--- config.mk ---
export PLATFORM = sky130hd
export DESIGN_NAME = nearest_car_elevator_dispatch
export DESIGN_NICKNAME = d
export VERILOG_FILES = /design/src/sv/ncd_pkg.sv /design/src/sv/ncd_queue_cell.sv /design/src/sv/ncd_car_pick.sv /design/src/sv/nearest_car_elevator_dispatch.sv
export SDC_FILE = /design/constraint.sdc
export NUM_CORES = 1
export LEC_CHECK = 0
export ABC_AREA = 1
export ABC_CLOCK_PERIOD_IN_PS = 17300
export CAP_MARGIN = 0
export CELL_PAD_IN_SITES_DETAIL_PLACEMENT = 2
export CELL_PAD_IN_SITES_GLOBAL_PLACEMENT = 2
export CORE_MARGIN = 5
export CORE_UTILIZATION = 33
export CTS_CLUSTER_DIAMETER = 80
export DETAILED_ROUTE_END_ITERATION = 8
export DONT_BUFFER_PORTS = 1
export PLACE_DENSITY = 0.72
export SKIP_LAST_GASP = 1
export SLEW_MARGIN = 20
export SYNTH_ARGS = -nofsm -noshare
export SYNTH_HDL_FRONTEND = slang
export SYNTH_SLANG_ARGS = --single-unit
--- constraint.sdc ---
create_clock -name clock -period 17.3 [get_ports clock]
set_clock_uncertainty 0.1 [all_clocks]
set_input_delay 1.73 -clock clock [delete_from_list [all_inputs] [get_ports clock]]
set_output_delay 1.73 -clock clock [all_outputs]
set_load 0.01 [all_outputs]
--- src/sv/ncd_pkg.sv ---
package ncd_pkg;

   localparam int MAX_CARS   = 8;
   localparam int MAX_FLOORS = 64;
   localparam int CAR_W      = 3;
   localparam int LEVEL_W    = 6;
   localparam int CFG_W      = 4;
   localparam int DIST_W     = 10;

   localparam logic [DIST_W-1:0] NO_CANDIDATE_DIST = DIST_W'(999);

   localparam logic [1:0] MODE_STATUS = 2'd0;
   localparam logic [1:0] MODE_CALL   = 2'd1;
   localparam logic [1:0] MODE_TICK   = 2'd2;

   localparam logic [1:0] MOTION_IDLE = 2'd0;
   localparam logic [1:0] MOTION_UP   = 2'd1;
   localparam logic [1:0] MOTION_DOWN = 2'd2;
   localparam logic [1:0] MOTION_NONE = 2'd3;

   localparam logic DIR_UP   = 1'b0;
   localparam logic DIR_DOWN = 1'b1;

   localparam logic KIND_ASSIGNED = 1'b0;
   localparam logic KIND_DROPPED  = 1'b1;

   typedef struct packed {
      logic [1:0]         mode;
      logic [CAR_W-1:0]   car_index;
      logic [1:0]         car_motion;
      logic [LEVEL_W-1:0] floor_level;
      logic               call_direction;
   } req_type;

   typedef struct packed {
      logic               result_kind;
      logic [LEVEL_W-1:0] out_level;
      logic               out_direction;
      logic [CAR_W-1:0]   out_car;
      logic               last_of_run;
   } rsp_type;

   // one queued hall call
   typedef struct packed {
      logic [LEVEL_W-1:0] level;
      logic               dir;
   } call_type;

   // pick result handed from the car compare to the sweep control
   typedef struct packed {
      logic             found;
      logic [CAR_W-1:0] car;
   } pick_type;

endpackage

--- src/sv/ncd_queue_cell.sv ---
module ncd_queue_cell
   import ncd_pkg::*;
(
   input  logic     clock,
   input  logic     shift_en,
   input  call_type shift_in,
   input  logic     load_en,
   input  call_type load_in,
   output call_type entry
);

   call_type entry_ff;

   // a load wins over the shift so a kept call can land at the tail
   always_ff @(posedge clock) begin
      if (load_en) begin
         entry_ff <= load_in;
      end else if (shift_en) begin
         entry_ff <= shift_in;
      end
   end

   assign entry = entry_ff;

endmodule

--- src/sv/ncd_car_pick.sv ---
module ncd_car_pick
   import ncd_pkg::*;
(
   input  logic [1:0]         car_motion [MAX_CARS],
   input  logic [LEVEL_W-1:0] car_level  [MAX_CARS],
   input  logic [CFG_W-1:0]   cars_in_use,
   input  call_type           call,
   output pick_type           pick
);

   always_comb begin
      logic [DIST_W-1:0]  best_dist;
      logic [LEVEL_W-1:0] span;
      logic               above;
      logic               below;
      logic               ok;
      best_dist = NO_CANDIDATE_DIST;
      pick      = '0;
      for (int c = 0; c < MAX_CARS; c++) begin
         above = call.level > car_level[c];
         below = call.level < car_level[c];
         span  = above ? (call.level - car_level[c]) : (car_level[c] - call.level);
         unique case (car_motion[c])
            MOTION_IDLE: ok = 1'b1;
            MOTION_UP:   ok = (call.dir == DIR_UP) && !below;
            MOTION_DOWN: ok = (call.dir == DIR_DOWN) && !above;
            default:     ok = 1'b0;
         endcase
         if ({1'b0, cars_in_use} <= (CFG_W+1)'(c)) begin
            ok = 1'b0;
         end
         // strict compare keeps the lowest index on a tie
         if (ok && (DIST_W'(span) < best_dist)) begin
            best_dist = DIST_W'(span);
            pick.found = 1'b1;
            pick.car   = CAR_W'(c);
         end
      end
   end

endmodule

--- src/sv/nearest_car_elevator_dispatch.sv ---
// channel   direction  handshake              payload
// req_      in         req_valid / req_stall  req_data  (req_type)
// rsp_      out        rsp_valid / rsp_stall  rsp_data  (rsp_type)
// csr_      in         csr_valid / csr_ready  csr_data  (elevators_in_use)
//
// status updates and hall calls are handled on their accept, without a sweep
// a dispatch tick sweeps every queued call once, and no new transaction is accepted
//   until the sweep has ended: the queue chain shifts one call past the car compare
//   each cycle while the output register is free
// reset is synchronous; the car table comes up not eligible, the queue empty
// a stalled result holds the sweep in place; no new transaction is taken until
//   the output register is free
module nearest_car_elevator_dispatch
   import ncd_pkg::*;
#(
   parameter int QUEUE_DEPTH = 16
) (
   input  logic             clock,
   input  logic             reset,
   input  logic             req_valid,
   output logic             req_stall,
   input  req_type          req_data,
   output logic             rsp_valid,
   input  logic             rsp_stall,
   output rsp_type          rsp_data,
   input  logic             csr_valid,
   output logic             csr_ready,
   input  logic [CFG_W-1:0] csr_data
);

   localparam int CW = $clog2(QUEUE_DEPTH + 1);

   localparam logic ST_IDLE  = 1'b0;
   localparam logic ST_SWEEP = 1'b1;

   logic             state_ff, state_in;
   logic [CW-1:0]    len_ff, len_in;     // calls held in the chain
   logic [CW-1:0]    rem_ff, rem_in;     // calls still to be looked at in this sweep
   logic [CFG_W-1:0] cars_ff;
   logic             pend_valid_ff, pend_valid_in;
   rsp_type          pend_ff, pend_in;
   logic             rsp_valid_ff, rsp_valid_in;
   rsp_type          rsp_data_ff, rsp_data_in;

   logic [1:0]         motion_ff [MAX_CARS];
   logic [LEVEL_W-1:0] level_ff  [MAX_CARS];

   call_type cell_q    [QUEUE_DEPTH];
   logic     cell_load [QUEUE_DEPTH];
   call_type load_call;
   logic     load_any;
   logic [CW-1:0] load_idx;

   logic               out_free;
   logic               accept;
   logic               sweep_step;
   logic [LEVEL_W-1:0] req_level;
   pick_type           pick;

   // output register frees up when empty or being taken this cycle
   assign out_free  = !rsp_valid_ff || !rsp_stall;
   assign req_stall = (state_ff != ST_IDLE) || !out_free;
   assign accept    = req_valid && !req_stall;
   assign csr_ready = 1'b1;
   assign rsp_valid = rsp_valid_ff;
   assign rsp_data  = rsp_data_ff;

   // saturate the call level to the top floor
   assign req_level = (req_data.floor_level > LEVEL_W'(MAX_FLOORS - 1)) ?
                      LEVEL_W'(MAX_FLOORS - 1) : req_data.floor_level;

   // one sweep step pops the head cell through the car compare
   assign sweep_step = (state_ff == ST_SWEEP) && (rem_ff != '0) && out_free;

   ncd_car_pick u_pick (
      .car_motion  (motion_ff),
      .car_level   (level_ff),
      .cars_in_use (cars_ff),
      .call        (cell_q[0]),
      .pick        (pick)
   );

   // queue chain: cell i takes cell i+1 on a shift, head is cell 0
   for (genvar i = 0; i < QUEUE_DEPTH; i++) begin : g_cell
      call_type nb;
      if (i == QUEUE_DEPTH - 1) begin : g_tail
         assign nb = cell_q[i];
      end else begin : g_mid
         assign nb = cell_q[i+1];
      end
      assign cell_load[i] = load_any && (load_idx == CW'(i));
      ncd_queue_cell u_cell (
         .clock    (clock),
         .shift_en (sweep_step),
         .shift_in (nb),
         .load_en  (cell_load[i]),
         .load_in  (load_call),
         .entry    (cell_q[i])
      );
   end

   always_comb begin
      state_in      = state_ff;
      len_in        = len_ff;
      rem_in        = rem_ff;
      pend_valid_in = pend_valid_ff;
      pend_in       = pend_ff;
      rsp_valid_in  = rsp_valid_ff && rsp_stall;
      rsp_data_in   = rsp_data_ff;
      load_any      = 1'b0;
      load_idx      = len_ff;
      load_call     = '{level: req_level, dir: req_data.call_direction};

      unique case (state_ff)
         ST_IDLE: begin
            if (accept) begin
               case (req_data.mode)
                  MODE_CALL: begin
                     if (len_ff < CW'(QUEUE_DEPTH)) begin
                        // append at the tail
                        load_any = 1'b1;
                        len_in   = len_ff + 1'b1;
                     end else begin
                        // queue full: report the call as dropped
                        rsp_valid_in = 1'b1;
                        rsp_data_in  = '{result_kind:   KIND_DROPPED,
                                         out_level:     req_level,
                                         out_direction: req_data.call_direction,
                                         out_car:       '0,
                                         last_of_run:   1'b1};
                     end
                  end
                  MODE_TICK: begin
                     rem_in   = len_ff;
                     state_in = ST_SWEEP;
                  end
                  default: ;
               endcase
            end
         end
         ST_SWEEP: begin
            if (sweep_step) begin
               rem_in = rem_ff - 1'b1;
               if (pick.found) begin
                  // hold the newest assignment back until we know if it is the last
                  if (pend_valid_ff) begin
                     rsp_valid_in = 1'b1;
                     rsp_data_in  = pend_ff;
                  end
                  pend_valid_in = 1'b1;
                  pend_in       = '{result_kind:   KIND_ASSIGNED,
                                    out_level:     cell_q[0].level,
                                    out_direction: cell_q[0].dir,
                                    out_car:       pick.car,
                                    last_of_run:   1'b0};
                  len_in        = len_ff - 1'b1;
               end else begin
                  // unassigned call goes back in behind the calls already kept
                  load_any  = 1'b1;
                  load_idx  = len_ff - 1'b1;
                  load_call = cell_q[0];
               end
            end else if (rem_ff == '0) begin
               if (!pend_valid_ff) begin
                  state_in = ST_IDLE;
               end else if (out_free) begin
                  rsp_valid_in             = 1'b1;
                  rsp_data_in              = pend_ff;
                  rsp_data_in.last_of_run  = 1'b1;
                  pend_valid_in            = 1'b0;
                  state_in                 = ST_IDLE;
               end
            end
         end
         default: state_in = ST_IDLE;
      endcase
   end

   always_ff @(posedge clock) begin
      if (reset) begin
         state_ff      <= ST_IDLE;
         len_ff        <= '0;
         rem_ff        <= '0;
         cars_ff       <= CFG_W'(1);
         pend_valid_ff <= 1'b0;
         rsp_valid_ff  <= 1'b0;
      end else begin
         state_ff      <= state_in;
         len_ff        <= len_in;
         rem_ff        <= rem_in;
         pend_valid_ff <= pend_valid_in;
         rsp_valid_ff  <= rsp_valid_in;
         if (csr_valid && csr_ready) begin
            cars_ff <= csr_data;
         end
      end
   end

   always_ff @(posedge clock) begin
      pend_ff     <= pend_in;
      rsp_data_ff <= rsp_data_in;
   end

   // car status table
   always_ff @(posedge clock) begin
      if (reset) begin
         for (int c = 0; c < MAX_CARS; c++) begin
            motion_ff[c] <= MOTION_NONE;
            level_ff[c]  <= '0;
         end
      end else if (accept && (req_data.mode == MODE_STATUS) &&
                   ({1'b0, req_data.car_index} < (CAR_W+1)'(MAX_CARS))) begin
         motion_ff[req_data.car_index] <= req_data.car_motion;
         level_ff[req_data.car_index]  <= req_level;
      end
   end

   // queue occupancy never runs past the chain length
   assert property (@(posedge clock) disable iff (reset)
      len_ff <= CW'(QUEUE_DEPTH))
      else $error("queue length beyond depth");

   // calls still to sweep are always held in the chain
   assert property (@(posedge clock) disable iff (reset)
      (state_ff == ST_SWEEP) |-> (rem_ff <= len_ff))
      else $error("sweep count beyond queue length");

   // a held assignment exists only inside a sweep
   assert property (@(posedge clock) disable iff (reset)
      (state_ff == ST_IDLE) |-> !pend_valid_ff)
      else $error("held assignment outside sweep");

   // a dropped call is always a single, final result with car zero
   assert property (@(posedge clock) disable iff (reset)
      (rsp_valid && (rsp_data.result_kind == KIND_DROPPED)) |->
      (rsp_data.last_of_run && (rsp_data.out_car == '0)))
      else $error("malformed drop result");

endmodule

==> results of run 1 <==
[power groups by stage]
stage               Combinational, mW  Clock (mW)  Sequential (mW)
floorplan                       0.159           0            0.570
global placement                0.217           0            0.574
detailed placement              0.228           0            0.575
CTS                             0.230       0.608            0.564
global route                    0.255       0.629            0.564
finish                          0.229       0.593            0.564
[synth_stat cells (3+ instances only)]
cell,number
o211ai_1,18
nand2_1,520
xor2_1,25
fa_1,16
mux2_2,3
o21bai_1,5
nor2_1,46
ha_1,126
buf_1,4
nor3_2,3
clkbuf_1,33
o21ai_0,137
clkinv_1,4
o21ai_2,6
a221oi_1,20
nand2_2,21
inv_2,8
a21oi_2,5
mux2i_1,14
a21o_1,3
nand4_1,13
nor3_1,9
a21oi_1,117
xnor2_1,10
dfxtp_1,81
nand2_4,3
nand3_1,125
nor2_2,5
edfxtp_1,134
a21boi_1,3
inv_1,186
buf_4,12
nand3_2,4
nor2_4,3
buf_2,10
[cell type report]
class / count / share of cell area
multi-input cells: 1279 / 0.480
flip-flops and latches: 215 / 0.362
clock buffers: 40 / 0.0539
inverters: 198 / 0.0476
well taps: 546 / 0.0438
repair buffers: 14 / 0.00674
clock inverters: 14 / 0.00665
[critical path, delay by kind of cell, from the launching register on]
kind	cells	cell delay, ns
AND/OR/NAND/NOR	27	4.97
AO/OA/AOI/OAI	26	4.78
adder cells (fa/ha/maj)	9	2.83
flip-flops	1	0.62
buffers and inverters	3	0.62
XOR/XNOR	1	0.18
[metal layers]
metal	vias to the layer above	share of wire	global-route usage
met5	-	0.00025	0
met4	2	0.030	0.0581
met3	69	0.021	0.0225
met2	140	0.50	0.386
met1	6159	0.45	0.268
li1	5836	-	-
[cell families after synthesis]
group           Yosys count  synth area share
simple gates            756             0.227
compound gates          328             0.133
buf+inv                 260            0.0741
mux                      17            0.0123
other cells               1          0.000265
flops                   215             0.398
xor+xnor                 35            0.0216
fa+ha+maj               142             0.134
[sequential cells by signal, summed over array words and instances, names as in the netlist]
signal	count
g_cell.u_cell.entry	112
pend_ff	10
motion_ff	16
len_ff	5
pend_valid_ff	1
rsp_valid	1
level_ff	48
state_ff	1
rsp_data	12
rem_ff	5
cars_ff	4
[path summary, 6_finish.rpt]
path	startpoint	end	cells after the start
setup / recovery	g_cell[0].u_cell.entry[1]$_DFFE_PP_	g_cell[9].u_cell.entry[6]$_DFFE_PP_	66
hold reg to reg	level_ff[35]$_SDFFE_PP0P_	level_ff[35]$_SDFFE_PP0P_	2
setup reg to reg	g_cell[0].u_cell.entry[1]$_DFFE_PP_	g_cell[9].u_cell.entry[6]$_DFFE_PP_	66
hold / removal	level_ff[35]$_SDFFE_PP0P_	level_ff[35]$_SDFFE_PP0P_	2
==> flow_summary_export.csv, run 1 <==
group,metric,value,unit
finish,layout_commonest_cell,"nand2_1",
drt,wl_per_cell,22.2,um
clock_network,cts_resized,0,
yosys,syn_nets,1919,
drt,vias,12200,
die,die_x,217,um
sta,relSlewSlack,0.273,
global_routing,grt_pass1_vias,13400,
yosys,yosysSeqAreaShare,0.398,
clock_network,clock_latency,0.59,ns
sta,fmax,69.0,MHz
die,core_area,42800,um^2
yosys,synth_edf_count,134,
worst_setup_path,critPathLaunchType,"flop",
drt,antenna_left,0,
sta,rsz0062_at_grt,"false",
placed_design,placed_cell_area,14700,um^2
yosys,yosysTopAreaCell,"edfxtp_1",
worst_setup_path,cp_max_fo,32,
drt,firstDrtPassIters,5,
job,drv_cap,0,
clock_network,ctsHtreeMaxLevel,1,
finish,regArea,5650,um^2
sta,slew_viol_final,0,
worst_setup_path,cp-end-kind,"flop",
finish,fin_nets,1903,
finish,layout.cells.non_filler,2306,
placed_design,pre_cts_ws,2.88,ns
worst_setup_path,critical_path.most_common_cell,"o21ai_0",
sta,hold_violations,0,
finish,final_cell_mix,"nand2_1, inv_1, o21ai_0",
clock_network,cts_hold_buf,0,
clock_network,clkTransAtPathRegs,0.06,ns
finish,n_fill_cell,4912,
pwr,p_clk_frac,0.428,
pwr,swShare,0.303,
worst_setup_path,arrival,14.65,ns
pwr,ir_worst_vdd,0.0000588,V
placed_design,finalWeightedCongestion,0.863,
global_routing,gr-total-overflow,0,
worst_setup_path,critPathSlowestCell,"edfxtp_1",
yosys,async_flop_share,0,
drt,drc,0,
placed_design,dp_hpwl,37.8,mm
yosys,syn_inst,1754,
drt,finalWirelength,51.3,mm
sta,fin_tns_setup,0,ns
yosys,synthDistinctLibCells,50,
drt,initialDrtViolationCount,608,
placed_design,port-buffer-count,0,
global_routing,track_usage,0.213,
finish,final_area,15600,um^2
sta,fin_crit,14.49,ns
finish,diodes,0,
sta,whs,0.362,ns
worst_setup_path,worstSetupPathType,"flop to flop",
clock_network,clock_sinks,215,
drt,via_per_inst,5.29,
pwr,p_sw,0.420,mW
die,ios,38,
pwr,seqPwrFrac,0.407,
finish,multi_input_area,7480,um^2
global_routing,grt_max_degree,78,
yosys,yosys_warnings,0,
yosys,ys_top_cells_by_area,"edfxtp_1, nand2_1, dfxtp_1, ha_1, inv_1",
clock_network,numCtsBuffers,30,
pwr,p_comb_frac,0.165,
sta,worst_pin_slew,1.09,ns
global_routing,grt_pass1_wl,78.1,mm
clock_network,cts-root-buf,"clkbuf_16",
die,std_cell_rows,76,
clock_network,post-cts-setup-buffer-count,0,
pwr,power_density,88.8,nW/um^2
pwr,p_leak,6.96,nW
sta,fin_ws,2.81,ns
finish,drive_gt1_frac,0.0722,
die,start_util,0.331,
finish,fin_util,0.365,
placed_design,place_inst,2252,
die,die_area,47200,um^2
pwr,p_total,1.39,mW
yosys,ys_ff_latch,215,
yosys,syn_area,14200,um^2
worst_setup_path,slowest_delay,0.62,ns
worst_setup_path,r2r_setup_slack,2.81,ns
die,dieHeight,217,um
sta,setup_viol,0,
outcome,status,"finished clean",
global_routing,antenna_found_initial,1,
sta,min_period_over_period,0.838,
pwr,p_int,0.966,mW
yosys,ys.flop_type,"edfxtp_1",
clock_network,cts_buffer_depth,3,
worst_hold_path,hold_class,"flop to flop",
worst_setup_path,cp.required,17.46,ns
finish,area_growth,10.1,%
yosys,avgSynthCellArea,8.08,um^2
yosys,synth_top_area_frac,0.284,
clock_network,tritoncts,"built",
Note: power is estimated with default switching activity, not from simulation.
==> inputs of run 2 (changes only) <==
--- a/config.mk
+++ b/config.mk
@@ -6,7 +6,7 @@
 export NUM_CORES = 1
 export LEC_CHECK = 0
 export ABC_AREA = 1
-export ABC_CLOCK_PERIOD_IN_PS = 17300
+export ABC_CLOCK_PERIOD_IN_PS = 11620
 export CAP_MARGIN = 0
 export CELL_PAD_IN_SITES_DETAIL_PLACEMENT = 2
 export CELL_PAD_IN_SITES_GLOBAL_PLACEMENT = 2
@@ -15,7 +15,7 @@
 export CTS_CLUSTER_DIAMETER = 80
 export DETAILED_ROUTE_END_ITERATION = 8
 export DONT_BUFFER_PORTS = 1
-export PLACE_DENSITY = 0.72
+export PLACE_DENSITY = 0.75
 export SKIP_LAST_GASP = 1
 export SLEW_MARGIN = 20
 export SYNTH_ARGS = -nofsm -noshare
==> constraint.sdc (replaced) <==
create_clock -name clock -period 11.62 [get_ports clock]
set_clock_uncertainty 0.1 [all_clocks]
set_input_delay 1.162 -clock clock [delete_from_list [all_inputs] [get_ports clock]]
set_output_delay 1.162 -clock clock [all_outputs]
set_load 0.01 [all_outputs]
==> run 2 against run 1 <==
Net effect: the run now ends with setup timing left; sequential power rose by 48%; register-to-register slack worse by 3.1 ns; utilization grew 7.3 points; critical path type unchanged; largest cell class unchanged; via count is 10% higher; worst hold slack gained 0.0092 ns.
==> flow_summary_export.csv, run 2 (synthesized netlist as in run 1, its figures left out) <==
group,metric,value,unit
outcome,status,"complete, but fails checks",
outcome,violations,"setup timing",
clock_network,clkTransAtPathRegs,0.06,ns
worst_setup_path,worstSetupPathType,"flop to flop",
clock_network,clock_sinks,215,
worst_setup_path,cp-end-kind,"flop",
worst_setup_path,arrival,12.12,ns
clock_network,numCtsBuffers,29,
sta,fin_crit,11.90,ns
finish,area_growth,32.0,%
die,std_cell_rows,76,
drt,initialDrtViolationCount,707,
global_routing,antenna_found_initial,1,
die,die_area,47200,um^2
placed_design,placed_cell_area,15500,um^2
drt,drc,0,
worst_hold_path,min_from,"rem_ff[2]$_SDFFE_PP0P_",
sta,worst_pin_slew,1.46,ns
clock_network,ctsHtreeMaxLevel,1,
pwr,p_comb_frac,0.235,
global_routing,grt_max_degree,78,
sta,fin_tns_setup,-44.64,ns
finish,final_area,18700,um^2
sta,relSlewSlack,0.0239,
sta,setup_viol,229,
worst_setup_path,critical_path.most_common_cell,"nand2_4",
pwr,p_leak,8.05,nW
sta,fin_ws,-0.283,ns
finish,layout_commonest_cell,"nand2_1",
worst_hold_path,hold_depth,2,
pwr,swShare,0.315,
placed_design,port-buffer-count,0,
global_routing,gr-total-overflow,0,
global_routing,grt_pass1_wl,84.8,mm
finish,largest_reg_flops,112,
worst_setup_path,cp.required,11.84,ns
clock_network,cts_buffer_depth,3,
clock_network,clock_latency,0.59,ns
drt,firstDrtPassIters,5,
worst_hold_path,hold_class,"flop to flop",
drt,via_per_inst,5.46,
job,drv_cap,0,
global_routing,grt_pass1_vias,14500,
pwr,p_sw,0.723,mW
clock_network,tritoncts,"built",
pwr,ir_worst_vdd,0.000106,V
sta,rsz0062_at_grt,"true",
worst_setup_path,critPathSlowestCell,"edfxtp_1",
sta,min_period_over_period,1.02,
sta,fmax,84.0,MHz
sta,slew_viol_final,0,
drt,wl_per_cell,25.7,um
sta,hold_violations,0,
pwr,p_int,1.57,mW
pwr,seqPwrFrac,0.364,
die,start_util,0.331,
global_routing,track_usage,0.231,
worst_setup_path,cp_max_fo,9,
drt,vias,13500,
worst_setup_path,critPathLaunchType,"flop",
finish,drive_gt1_frac,0.252,
drt,antenna_left,0,
drt,finalWirelength,63.3,mm
pwr,p_total,2.30,mW
die,core_area,42800,um^2
placed_design,dp_hpwl,39.6,mm
pwr,p_clk_frac,0.401,
die,die_x,217,um
die,ios,38,
pwr,power_density,123,nW/um^2
worst_setup_path,reg2reg_depth,73,
finish,fin_nets,2061,
worst_setup_path,slowest_delay,0.42,ns
worst_setup_path,reg2reg_from,"g_cell[0].u_cell.entry[1]$_DFFE_PP_",
die,dieHeight,217,um
clock_network,cts-root-buf,"clkbuf_16",
placed_design,finalWeightedCongestion,0.888,
finish,final_cell_mix,"nand2_1, inv_1, edfxtp_1",
worst_setup_path,startpoint,"g_cell[0].u_cell.entry[1]$_DFFE_PP_",
[run 2: changes by cell type in the layout (fill, tap and decap cells not counted), sizes merged, moves of 2 or more]
cell,previous run,this run
clkbuf,40,47
diode,0,2
inv,197,195
nand2,544,548
buf,14,162
clkinv,13,9
bufinv,0,3
[run 2: worst max-delay path, delay by kind of cell (launching register included)]
| family | cells | cell delay, ns |
|---|---|---|
| and+or+nand+nor | 35 | 4.22 |
| AOI/OAI and AO/OA | 18 | 2.50 |
| adders and majority gates | 9 | 2.44 |
| buffers and inverters | 9 | 1.32 |
| DFF | 1 | 0.42 |
| muxes | 1 | 0.38 |
| xor gates and xnor gates | 1 | 0.16 |
[run 2: worst paths after layout]
| check | slack (ns) | end |
|---|---|---|
| max | -0.28 | g_cell[2].u_cell.entry[6]$_DFFE_PP_ |
| min | 0.37 | rem_ff[2]$_SDFFE_PP0P_ |
| max reg2reg | -0.28 | g_cell[2].u_cell.entry[6]$_DFFE_PP_ |
| min reg2reg | 0.37 | rem_ff[2]$_SDFFE_PP0P_ |
[run 2: area by class of cell]
cell class / instances / area (um^2)
diodes: 2 / 5.00
clock buffers: 42 / 806
clock inverters: 10 / 141
fillers: 4625 / 24100
inverters: 198 / 759
multi-input cells: 1285 / 9020
flip-flops and latches: 215 / 5650
well taps: 546 / 683
repair buffers: 167 / 1660
[run 2: power by group through the flow]
stage	combinational, mW	sequential [mW]	clock [mW]
2_1_floorplan	0.241	0.849	0
5_1_grt	0.577	0.837	0.965
4_1_cts	0.409	0.834	0.924
3_3_place_gp	0.365	0.850	0
3_5_place_dp	0.386	0.850	0
6_report	0.539	0.836	0.920
[run 2: repair_timing]
action | 4_1_cts | 5_1_grt
hold buffers | 0 | 0
setup buffers | 18 | 51
endpoints found under the setup margin | 254 | 255
gates cloned | 4 | 9
gates resized for setup | 35 | 320
pin swaps | 8 | 103
[run 2: metrics by stage]
step,hold WS [ns],util,instances,setup slack [ns]
6_report,0.372,0.437,2465,-0.283
2_1_floorplan,0.333,-,1754,0.0158
4_1_cts,0.373,0.392,2405,-0.0380
5_1_grt,0.408,0.437,2464,-0.830
3_5_place_dp,0.363,0.362,2331,-0.821
3_3_place_gp,0.342,0.362,2331,0.118
[run 2: layer usage]
| metal | up-vias | GRT usage | wire length (um) |
|---|---|---|---|
| met5 | - | 0 | 0 |
| met4 | 0 | 0.0571 | 2310 |
| met3 | 129 | 0.0332 | 2150 |
| met2 | 298 | 0.440 | 33500 |
| met1 | 6855 | 0.271 | 25300 |
| li1 | 6188 | - | - |
